### src/hw/rtl/bss_pkg.sv
`timescale 1ns / 1ps
package bss_pkg;

  localparam int NEEDLE_MAX = 16;

  localparam int BYTE_W   = 8;
  localparam int IDX_W    = 4;
  localparam int LEN_W    = 5;
  localparam int RES_OFF_W = 32;

  localparam int QDEPTH   = 2;
  localparam int QPTR_W   = $clog2(QDEPTH);
  localparam int QCNT_W   = $clog2(QDEPTH + 1);

  localparam logic MODE_NEEDLE = 1'b0;
  localparam logic MODE_HAY    = 1'b1;

  typedef enum logic {
    OP_NEEDLE,
    OP_HAY
  } op_t;

  typedef struct packed {
    op_t               op;
    logic              wr_ok;
    logic [IDX_W-1:0]  idx;
    logic [BYTE_W-1:0] data;
    logic              last;
  } item_t;

  typedef struct packed {
    logic  valid;
    item_t item;
  } head_t;

endpackage

### src/hw/rtl/bss_front.sv
`timescale 1ns / 1ps
module bss_front (
  input  logic                      clk,
  input  logic                      rst_n,
  input  logic                      in_valid,
  output logic                      in_stall,
  input  logic                      in_mode,
  input  logic [bss_pkg::IDX_W-1:0] in_needle_index,
  input  logic [bss_pkg::BYTE_W-1:0] in_data_byte,
  input  logic                      in_last_byte,
  output bss_pkg::head_t            head,
  input  logic                      pop
);
  import bss_pkg::*;

  item_t             q_r [QDEPTH];
  logic [QPTR_W-1:0] wr_ptr_r, wr_ptr_nxt;
  logic [QPTR_W-1:0] rd_ptr_r, rd_ptr_nxt;
  logic [QCNT_W-1:0] cnt_r, cnt_nxt;
  item_t             cls;
  logic              push;

  // Decode the incoming item into the form the back end executes.
  always_comb begin
    cls.op    = (in_mode == MODE_HAY) ? OP_HAY : OP_NEEDLE;
    cls.wr_ok = (in_mode == MODE_NEEDLE) && (int'(in_needle_index) < NEEDLE_MAX);
    cls.idx   = in_needle_index;
    cls.data  = in_data_byte;
    cls.last  = (in_mode == MODE_HAY) && in_last_byte;
  end

  assign in_stall = (cnt_r == QCNT_W'(QDEPTH));
  assign push     = in_valid && !in_stall;

  assign head.valid = (cnt_r != '0);
  assign head.item  = q_r[rd_ptr_r];

  always_comb begin
    wr_ptr_nxt = push ? wr_ptr_r + QPTR_W'(1) : wr_ptr_r;
    rd_ptr_nxt = pop ? rd_ptr_r + QPTR_W'(1) : rd_ptr_r;
    cnt_nxt    = cnt_r;
    if (push && !pop) begin
      cnt_nxt = cnt_r + QCNT_W'(1);
    end else if (pop && !push) begin
      cnt_nxt = cnt_r - QCNT_W'(1);
    end
  end

  always_ff @(posedge clk) begin
    if (!rst_n) begin
      wr_ptr_r <= '0;
      rd_ptr_r <= '0;
      cnt_r    <= '0;
    end else begin
      wr_ptr_r <= wr_ptr_nxt;
      rd_ptr_r <= rd_ptr_nxt;
      cnt_r    <= cnt_nxt;
    end
  end

  always_ff @(posedge clk) begin
    if (push) begin
      q_r[wr_ptr_r] <= cls;
    end
  end

endmodule

### src/hw/rtl/bss_back.sv
`timescale 1ns / 1ps
module bss_back #(
  parameter int OFFSET_BITS = 32
) (
  input  logic                          clk,
  input  logic                          rst_n,
  input  bss_pkg::head_t                head,
  output logic                          pop,
  input  logic [bss_pkg::LEN_W-1:0]     needle_len,
  output logic                          out_valid,
  input  logic                          out_stall,
  output logic                          out_found,
  output logic [bss_pkg::RES_OFF_W-1:0] out_match_offset
);
  import bss_pkg::*;

  logic [BYTE_W-1:0]      needle_r [NEEDLE_MAX];
  logic [BYTE_W-1:0]      win_r    [NEEDLE_MAX];
  logic [BYTE_W-1:0]      win_nxt  [NEEDLE_MAX];
  logic [OFFSET_BITS-1:0] cnt_r, cnt_nxt;
  logic                   match_r, match_nxt;
  logic [OFFSET_BITS-1:0] first_r, first_nxt;
  logic                   out_valid_r, out_valid_nxt;
  logic                   out_found_r;
  logic [RES_OFF_W-1:0]   out_off_r;
  logic [NEEDLE_MAX-1:0]  len_hit;
  logic                   sel_hit;
  logic                   len_ok;
  logic                   hit;
  logic [OFFSET_BITS-1:0] len_ext;
  logic [OFFSET_BITS-1:0] hit_off;
  logic                   is_hay;
  logic                   emits;
  logic                   out_free;

  assign is_hay   = (head.item.op == OP_HAY);
  assign emits    = is_hay && head.item.last;
  assign out_free = !out_valid_r || !out_stall;
  assign pop      = head.valid && (!emits || out_free);

  always_comb begin
    win_nxt[0] = head.item.data;
    for (int k = 1; k < NEEDLE_MAX; k++) begin
      win_nxt[k] = win_r[k-1];
    end
  end

  // Each candidate length compares the newest bytes against the needle.
  always_comb begin
    len_hit = '0;
    for (int l = 1; l <= NEEDLE_MAX; l++) begin
      len_hit[l-1] = 1'b1;
      for (int i = 0; i < l; i++) begin
        if (win_nxt[l-1-i] != needle_r[i]) begin
          len_hit[l-1] = 1'b0;
        end
      end
    end
  end

  always_comb begin
    sel_hit = 1'b0;
    for (int l = 1; l <= NEEDLE_MAX; l++) begin
      if (int'(needle_len) == l) begin
        sel_hit = len_hit[l-1];
      end
    end
  end

  always_comb begin
    cnt_nxt = (cnt_r == '1) ? cnt_r : cnt_r + OFFSET_BITS'(1);
    len_ext = {{(OFFSET_BITS-LEN_W){1'b0}}, needle_len};
    len_ok  = (needle_len != '0) && (int'(needle_len) <= NEEDLE_MAX) && (cnt_nxt >= len_ext);
    hit     = len_ok && sel_hit;
    hit_off = cnt_nxt - len_ext;
  end

  always_comb begin
    match_nxt     = match_r;
    first_nxt     = first_r;
    out_valid_nxt = out_valid_r && out_stall;
    if (pop && is_hay) begin
      if (!match_r && hit) begin
        match_nxt = 1'b1;
        first_nxt = hit_off;
      end
      if (emits) begin
        out_valid_nxt = 1'b1;
        match_nxt     = 1'b0;
        first_nxt     = '0;
      end
    end
  end

  always_ff @(posedge clk) begin
    if (!rst_n) begin
      cnt_r       <= '0;
      match_r     <= 1'b0;
      first_r     <= '0;
      out_valid_r <= 1'b0;
      for (int k = 0; k < NEEDLE_MAX; k++) begin
        win_r[k] <= '0;
      end
    end else begin
      match_r     <= match_nxt;
      first_r     <= first_nxt;
      out_valid_r <= out_valid_nxt;
      if (pop && is_hay) begin
        if (emits) begin
          cnt_r <= '0;
          for (int k = 0; k < NEEDLE_MAX; k++) begin
            win_r[k] <= '0;
          end
        end else begin
          cnt_r <= cnt_nxt;
          for (int k = 0; k < NEEDLE_MAX; k++) begin
            win_r[k] <= win_nxt[k];
          end
        end
      end
    end
  end

  always_ff @(posedge clk) begin
    if (pop && emits) begin
      out_found_r <= match_r || hit;
      if (match_r) begin
        out_off_r <= RES_OFF_W'(first_r);
      end else if (hit) begin
        out_off_r <= RES_OFF_W'(hit_off);
      end else begin
        out_off_r <= '0;
      end
    end
  end

  always_ff @(posedge clk) begin
    for (int j = 0; j < NEEDLE_MAX; j++) begin
      if (pop && !is_hay && head.item.wr_ok && (int'(head.item.idx) == j)) begin
        needle_r[j] <= head.item.data;
      end
    end
  end

  assign out_valid        = out_valid_r;
  assign out_found        = out_found_r;
  assign out_match_offset = out_off_r;

endmodule

### src/hw/rtl/byte_substring_search.sv
`timescale 1ns / 1ps
// Streams a haystack one byte per item and reports the first position at which the loaded
// needle occurs. Needle bytes are loaded by mode-0 items, haystack bytes arrive as mode-1
// items, and the mode-1 item flagged last produces one result with the found flag and the
// match offset, after which the block is ready for the next haystack. One item is
// accepted every cycle while the queue has room; the rate is set by the back end, which
// shifts the byte window and compares it with the needle for every candidate length. A
// result is registered once its last byte leaves the queue. A two-entry queue between the
// input side and the compare logic lets other items keep flowing while a result waits on
// the output; a further last byte waits in the queue until the pending result is taken.
module byte_substring_search #(
  parameter int OFFSET_BITS = 32
) (
  input  logic                          clk,
  input  logic                          rst_n,
  input  logic                          cfg_wr_en,
  input  logic [bss_pkg::LEN_W-1:0]     cfg_wr_data,
  input  logic                          in_valid,
  output logic                          in_stall,
  input  logic                          in_mode,
  input  logic [bss_pkg::IDX_W-1:0]     in_needle_index,
  input  logic [bss_pkg::BYTE_W-1:0]    in_data_byte,
  input  logic                          in_last_byte,
  output logic                          out_valid,
  input  logic                          out_stall,
  output logic                          out_found,
  output logic [bss_pkg::RES_OFF_W-1:0] out_match_offset
);
  import bss_pkg::*;

  logic [LEN_W-1:0] needle_len_r, needle_len_nxt;
  head_t            head;
  logic             pop;

  assign needle_len_nxt = cfg_wr_en ? cfg_wr_data : needle_len_r;

  always_ff @(posedge clk) begin
    if (!rst_n) begin
      needle_len_r <= LEN_W'(1);
    end else begin
      needle_len_r <= needle_len_nxt;
    end
  end

  bss_front u_front (
    .clk            (clk),
    .rst_n          (rst_n),
    .in_valid       (in_valid),
    .in_stall       (in_stall),
    .in_mode        (in_mode),
    .in_needle_index(in_needle_index),
    .in_data_byte   (in_data_byte),
    .in_last_byte   (in_last_byte),
    .head           (head),
    .pop            (pop)
  );

  bss_back #(
    .OFFSET_BITS(OFFSET_BITS)
  ) u_back (
    .clk             (clk),
    .rst_n           (rst_n),
    .head            (head),
    .pop             (pop),
    .needle_len      (needle_len_r),
    .out_valid       (out_valid),
    .out_stall       (out_stall),
    .out_found       (out_found),
    .out_match_offset(out_match_offset)
  );

  a_no_result_overwrite: assert property (@(posedge clk) disable iff (!rst_n)
    !(pop && head.item.op == OP_HAY && head.item.last && out_valid && out_stall))
    else $error("result register overwritten while stalled");

  a_pop_needs_head: assert property (@(posedge clk) disable iff (!rst_n)
    pop |-> head.valid)
    else $error("queue popped while empty");

  a_reset_clears_out: assert property (@(posedge clk)
    !rst_n |=> !out_valid)
    else $error("result valid after reset");

  a_not_found_zero: assert property (@(posedge clk) disable iff (!rst_n)
    (out_valid && !out_found) |-> (out_match_offset == '0))
    else $error("nonzero offset on a not-found result");

endmodule
### config.mk
export PLATFORM = sky130hd
export DESIGN_NAME = byte_substring_search
export DESIGN_NICKNAME = d
export VERILOG_FILES = /design/src/hw/rtl/bss_pkg.sv /design/src/hw/rtl/bss_front.sv /design/src/hw/rtl/bss_back.sv /design/src/hw/rtl/byte_substring_search.sv
export SDC_FILE = /design/constraint.sdc
export NUM_CORES = 1
export LEC_CHECK = 0
export BUFFER_PORTS_ARGS = -buffer_cell sky130_fd_sc_hd__buf_4
export CORE_MARGIN = 2
export CORE_UTILIZATION = 30
export DETAILED_ROUTE_END_ITERATION = 10
export PLACE_DENSITY = 0.53
export SYNTH_ARGS = -nofsm -noshare
export SYNTH_HDL_FRONTEND = slang
export SYNTH_SLANG_ARGS = --single-unit
### constraint.sdc
create_clock -name clk -period 7.5 [get_ports clk]
set_input_delay 1.875 -clock clk [delete_from_list [all_inputs] [get_ports clk]]
set_output_delay 1.875 -clock clk [all_outputs]
set_load 0.02 [all_outputs]
==> results of run 1 <==
## area by class of cell
class | instances | area share
timing repair buffer | 206 | 0.0480
multi-input combinational | 2167 | 0.513
antenna | 4 | 0.000311
clock inverter | 23 | 0.0115
tap | 1265 | 0.0491
sequential | 387 | 0.335
inverter | 57 | 0.00664
clock buffer | 57 | 0.0373
## power by group
group / switching (mW) / leakage (nW) / internal (mW)
sequential: 0.666 / 3.60 / 2.67
combinational: 2.19 / 6.78 / 1.19
clock: 0.932 / 0.770 / 1.45
total: 3.79 / 11.1 / 5.30
## cells in the final DEF, fill, tap and decap left out, types with 10 or more instances in the layout
| cell | instances |
|---|---|
| a21oi_1 | 10 |
| a22o_1 | 31 |
| a31oi_1 | 10 |
| a41o_1 | 13 |
| and2_1 | 34 |
| and3_1 | 110 |
| buf_4 | 206 |
| clkbuf_16 | 45 |
| dfxtp_1 | 83 |
| edfxtp_1 | 303 |
| inv_1 | 55 |
| nand2_1 | 89 |
| nand2b_1 | 12 |
| nand3_1 | 31 |
| nand4_1 | 204 |
| nor2_1 | 72 |
| nor2b_1 | 23 |
| nor3_1 | 24 |
| nor4_1 | 153 |
| o21ai_0 | 55 |
| o22ai_1 | 14 |
| o31ai_1 | 12 |
| or3_1 | 11 |
| xnor2_1 | 656 |
| xor2_1 | 455 |
## cells by family (layout without fill, tap and decap cells)
logic type	count (synthesis)	count (layout)
other	0	4
xor gates and xnor gates	1113	1113
and+or+nand+nor	813	813
muxes	18	18
AOI/OAI and AO/OA	214	214
buffers and inverters	400	343
DFF	387	387
adders and majority gates	9	9
## flip-flops by register name, indices dropped and copies added (netlist names), 2 cells and up, named ones only
signal / cells
u_back.out_match_offset: 32
u_back.first_r: 32
u_front.q_r: 30
u_front.cnt_r: 2
u_back.cnt_r: 32
needle_len_r: 5
u_back.needle_r: 128
u_back.win_r: 120
## critical path, delay by kind of cell (launching register included)
family                 cells  cell delay, ns
AO/OA/AOI/OAI              4            1.23
buffers and inverters      3            1.01
multiplexers               1            0.69
AND/OR/NAND/NOR            4            1.63
XOR/XNOR                   1            0.18
flip-flops                 1            1.03
## through the flow
stage                     total power [mW]  instances  area (um2)
after global routing                  9.31       4162       32200
after CTS                             8.94       4162       32200
after global placement                6.56       4082       30600
after detailed placement              6.56       4082       30600
final                                 9.10       4166       32200
after floorplan                       5.13       2954       28900
## worst max path at each step
stage / start / endpoint / slack [ns] / cells past startpoint
2_1_floorplan: u_back.cnt_r[17] / u_back.out_match_offset[29] / 3.34 / 18
5_1_grt: u_back.win_r[1][2] / u_back.first_r[15] / 1.33 / 11
4_1_cts: register / u_back.first_r[20] / 1.79 / 13
3_3_place_gp: register / u_back.first_r[4] / 1.90 / 13
3_5_place_dp: register / u_back.first_r[10] / 1.81 / 13
6_report: register / u_back.first_r[9] / 1.63 / 13
## per-layer routing
metal | part of all wire | routed length (um) | vias up | GRT usage
met5 | 0.00026 | 39 | - | 0.000484
met4 | 0.086 | 13000 | 6 | 0.200
met3 | 0.13 | 19100 | 780 | 0.106
met2 | 0.40 | 61200 | 2073 | 0.430
met1 | 0.38 | 57900 | 12400 | 0.377
li1 | - | - | 10100 | -
==> reports/qor.yml, run 1 <==
fin_ws_ns: 1.63
cts_root_buffer: "clkbuf_16"
min_period_over_period: 0.782
finalMaxSlewViolations: 0
synth_top_cell_by_area: "edfxtp_1"
grt_usage: 0.300
crit_top_cell: "buf_4"
finalSetupViolCount: 0
num_io_pins: 59
critPathRequiredTime_ns: 8.04
cp.arrival_ns: 6.41
synth_compound_area_frac: 0.0540
area_growth_pct: 11.6
crit_chain: "buf_4 > mux2i_4 > buf_4 > xor2_1 > nand4_1 > or4_1 > o221ai_1 > nor3_1 > a31oi_1 > o311a_1 > buf_4 > and4_1 > a22o_1"
hp-start: "u_back.first_r[31]"
dp_slack_ns: 1.81
clock_latency_ns: 0.61
vdd_drop_max_v: 0.000200
fin_util: 0.339
num_vias: 25300
via_per_inst: 6.07
critPathSlowestCell: "dfxtp_1"
grt_pass1_wl_mm: 204
drc_errors: 0
synth_seq_cells: 387
cts_resized: 0
dieHeight_um: 314
synth_area_mm2: 0.0289
slew_headroom: 0.0959
setup.worst_path.class: "reg -> reg"
async_flop_share: 0
critPathMaxStageDelay_ns: 1.03
synth_adder_area_share: 0.00416
synth.distinct_cells: 86
multi_input_area_mm2: 0.0165
min_to: "u_back.first_r[31]"
wl_mm: 151
drt_pre_antenna_iters: 6
antenna_found_initial: 8
die-area_mm2: 0.0987
wire_per_inst_um: 36.3
globalplace.congestion: 1.09
r2r_setup_slack_ns: 1.63
cts_tree: "built"
clk_path_buf_depth: 3
nNetsFinal: 2895
worstMarginPinSlew_ns: 1.36
status: "finished, final reports clean"
seqCellArea_mm2: 0.0108
dp_hpwl_mm: 102
power.density_mw_per_mm2: 282
cap_violations: 0
ant_nets: 0
portBuffers: 58
setup_tns_ns: 0
syn_inst: 2954
fmax_ghz: 0.170
initial_utilization: 0.303
synth_top_family_by_area: "XOR/XNOR gates"
p_leak_nw: 11.1
hold_ws_ns: 0.466
h-tree-depth: 2
r2r_cells: 13
yosys-top-cells-count: "xnor2_1, xor2_1, edfxtp_1"
yosysTopAreaCellShare: 0.315
critPathLaunchType: "register"
postCtsSetupRepairBufs: 0
grt_max_degree: 68
cts_num_sinks: 387
avgSynthCellArea_um2: 9.77
synth_warnings: 0
holdPathStages: 1
grt_pass1_vias: 23600
synth_xor_area_frac: 0.338
num-fill-cells: 9659
synthTopCellsByArea: "edfxtp_1, xnor2_1, xor2_1"
r2r_end: "u_back.first_r[9]"
crit_path_end_kind: "register"
rows: 113
hold_buffers: 0
synth-edff-count: 303
core_area_mm2: 0.0952
cts_buffers: 43
clk_pin_slew_ns: 0.06
rsz0062_at_grt: "false"
yosys.area_share.simple: 0.165
drtIter0Drc: 3911
finalHoldViolCount: 0
die_w_um: 314
synth_ff_type: "edfxtp_1"
fin_skew_ns: 0.0270
drive_above_1_share: 0.110
grt_overflow: 0
cp_max_fo: 27
synth-seq-area-share: 0.374
hold_class: "reg -> reg"
syn_nets: 2987
yosysMostFrequentCell: "xnor2_1"
post-route-min-period_ns: 5.87
synth_mux_area_frac: 0.00962
(Power assumes the default switching activity.)
==> run 2, diff against run 1 <==
--- a/config.mk
+++ b/config.mk
@@ -5,11 +5,12 @@
 export SDC_FILE = /design/constraint.sdc
 export NUM_CORES = 1
 export LEC_CHECK = 0
+export ABC_AREA = 1
 export BUFFER_PORTS_ARGS = -buffer_cell sky130_fd_sc_hd__buf_4
 export CORE_MARGIN = 2
 export CORE_UTILIZATION = 30
 export DETAILED_ROUTE_END_ITERATION = 10
-export PLACE_DENSITY = 0.53
+export PLACE_DENSITY = 0.55
 export SYNTH_ARGS = -nofsm -noshare
 export SYNTH_HDL_FRONTEND = slang
 export SYNTH_SLANG_ARGS = --single-unit
==> constraint.sdc (replaced) <==
create_clock -name clk -period 5 [get_ports clk]
set_input_delay 1.25 -clock clk [delete_from_list [all_inputs] [get_ports clk]]
set_output_delay 1.25 -clock clk [all_outputs]
set_load 0.02 [all_outputs]
==> run 2 against run 1 <==
- combinational power up 120%
- global-route usage up 7.2 points
- clock skew down 0.0034 ns
- sequential power up 54%
- die area up 3.4%
- register-to-register slack worse by 1.2 ns
- design area up 7.7%
- maximum frequency up 29%
- synthesized cell count up 35%
- hold slack worse by 0.016 ns
- final cell count up 31%
- via count up 28%
==> reports/qor.yml, run 2 <==
fmax_ghz: 0.220
synth.distinct_cells: 55
hp-start: "u_front.rd_ptr_r"
busiest_layer: "met2"
num_vias: 32400
avgSynthCellArea_um2: 7.50
synth_seq_cells: 387
cap_violations: 0
ant_nets: 0
clock_latency_ns: 0.68
hold_class: "reg -> reg"
grt_use_met2: 0.514
r2r_setup_slack_ns: 0.46
met1_usage: 0.473
crit_chain: "xor2_1 > nor4_1 > nand4_1 > nor3_1 > nand2_1 > buf_4 > nand4_1 > nand2_1 > nand3_1 > nand3_2 > buf_4 > nand2_1 > nand2_2 > buf_12 > nand3_1 > o21ai_0"
timing.rr.start: "u_back.win_r[2][3]"
syn_nets: 4010
wl_mm: 194
postCtsSetupRepairBufs: 0
r2r_cells: 16
wire_per_inst_um: 35.6
setup_tns_ns: 0
dieHeight_um: 319
synthTopCellsByArea: "edfxtp_1, nand2_1, xor2_1"
via_per_inst: 5.94
grt_pass1_wl_mm: 262
cts_num_sinks: 387
max_flop_register: "u_back.needle_r"
syn_inst: 3977
slew_headroom: 0.172
cp.arrival_ns: 5.08
crit_family: "simple AND/OR/NAND/NOR gates"
hold_buffers: 0
area_growth_pct: 16.3
rows: 115
grt_use_met3: 0.145
drive_above_1_share: 0.128
globalplace.congestion: 1.14
num_io_pins: 59
design_power_total_mw: 16.5
dp_hpwl_mm: 145
drtIter0Drc: 5357
fin_skew_ns: 0.0235
clk_path_buf_depth: 3
largest_registers: "u_back.needle_r x128, u_back.win_r x120"
finalMaxSlewViolations: 0
cp.buffers_inverters: 3
holdPathStages: 1
setup.worst_path.class: "reg -> reg"
grt_max_degree: 62
critPathLaunchType: "register"
p_leak_nw: 13.9
grt_usage: 0.371
rsz0062_at_grt: "false"
cts_resized: 0
hold_ws_ns: 0.450
cts_tree: "built"
r2r_end: "u_back.first_r[8]"
cp_max_fo: 32
core_area_mm2: 0.0986
synth_area_mm2: 0.0298
antenna_found_initial: 15
synth-seq-area-share: 0.361
yosys-top-cells-count: "nand2_1, nor2_1, xor2_1"
synth_warnings: 0
synth_ff_type: "edfxtp_1"
post-route-min-period_ns: 4.54
synth-edff-count: 303
layout_common_cells: "nand2_1, nor2_1, xor2_1, buf_4, edfxtp_1"
largest_register_ffs: 128
yosysMostFrequentCell: "nand2_1"
initial_utilization: 0.303
die_w_um: 319
min_period_over_period: 0.909
grt_overflow: 0
h-tree-depth: 2
final_common_cell: "nand2_1"
portBuffers: 58
min_to: "u_front.rd_ptr_r"
crit_top_cell: "nand2_1"
critPathRequiredTime_ns: 5.53
synth_top_cell_by_area: "edfxtp_1"
critPathMaxStageDelay_ns: 1.05
drc_errors: 0
status: "finished, final reports clean"
cts_root_buffer: "clkbuf_16"
nNetsFinal: 4152
finalHoldViolCount: 0
clk_pin_slew_ns: 0.06
critPathSlowestCell: "edfxtp_1"
async_flop_share: 0
crit_path_end_kind: "register"
finalSetupViolCount: 0
cts_buffers: 49
worstMarginPinSlew_ns: 1.23
die-area_mm2: 0.102
drt_pre_antenna_iters: 6
grt_pass1_vias: 30200
yosysTopAreaCellShare: 0.305
power.density_mw_per_mm2: 475
vdd_drop_max_v: 0.000319
run 2: per-stage QoR:
stage,instance area [um2],cells,worst slack [ns],utilization
2_1_floorplan,29800,3977,1.14,-
3_3_place_gp,33000,5355,0.793,0.335
3_5_place_dp,33000,5355,0.741,0.335
4_1_cts,34700,5447,0.734,0.352
5_1_grt,34700,5447,0.363,0.352
6_report,34700,5455,0.456,0.352
run 2: how the worst max path moves through the flow:
| stage | start | endpoint | slack [ns] | cells after the start |
|---|---|---|---|---|
| 6_report | u_back.win_r[2][3] | u_back.first_r[8] | 0.46 | 16 |
| 5_1_grt | u_back.cnt_r[0] | u_back.out_match_offset[29] | 0.36 | 27 |
| 4_1_cts | register | u_back.first_r[8] | 0.73 | 27 |
| 3_5_place_dp | register | u_back.first_r[6] | 0.74 | 27 |
| 3_3_place_gp | register | u_back.out_match_offset[4] | 0.79 | 26 |
| 2_1_floorplan | u_back.cnt_r[0] | u_back.out_match_offset[24] | 1.14 | 31 |
run 2: area by class of cell:
type                            instances  area, um2
Tap cell                             1287       1610
Clock inverter                         26        324
Fill cell                           10500      63900
Timing Repair Buffer                  375       2920
Multi-Input combinational cell       2975      16500
Clock buffer                           66       1340
Antenna cell                            8       20.0
Sequential cell                       387      10800
Inverter                              331       1240
run 2: routing by layer:
metal  vias up  wire length [um]
li1      13300                 -
met4        14             15500
met3       774             26300
met2      2627             77100
met1     15600             75400
met5         -                81
run 2: logic make-up after synthesis:
| logic type | after synthesis | synth area share |
|---|---|---|
| AO/OA/AOI/OAI | 360 | 0.0694 |
| XOR/XNOR | 642 | 0.189 |
| adder cells (fa/ha/maj) | 9 | 0.00402 |
| buffers and inverters | 615 | 0.0875 |
| flip-flops | 387 | 0.361 |
| multiplexers | 2 | 0.000671 |
| AND/OR/NAND/NOR | 1962 | 0.288 |
run 2: where the power goes:
part,internal (mW),total (mW),switching (mW)
logic,2.16,7.55,5.39
clock network,2.16,3.78,1.61
registers,4.18,5.14,0.960
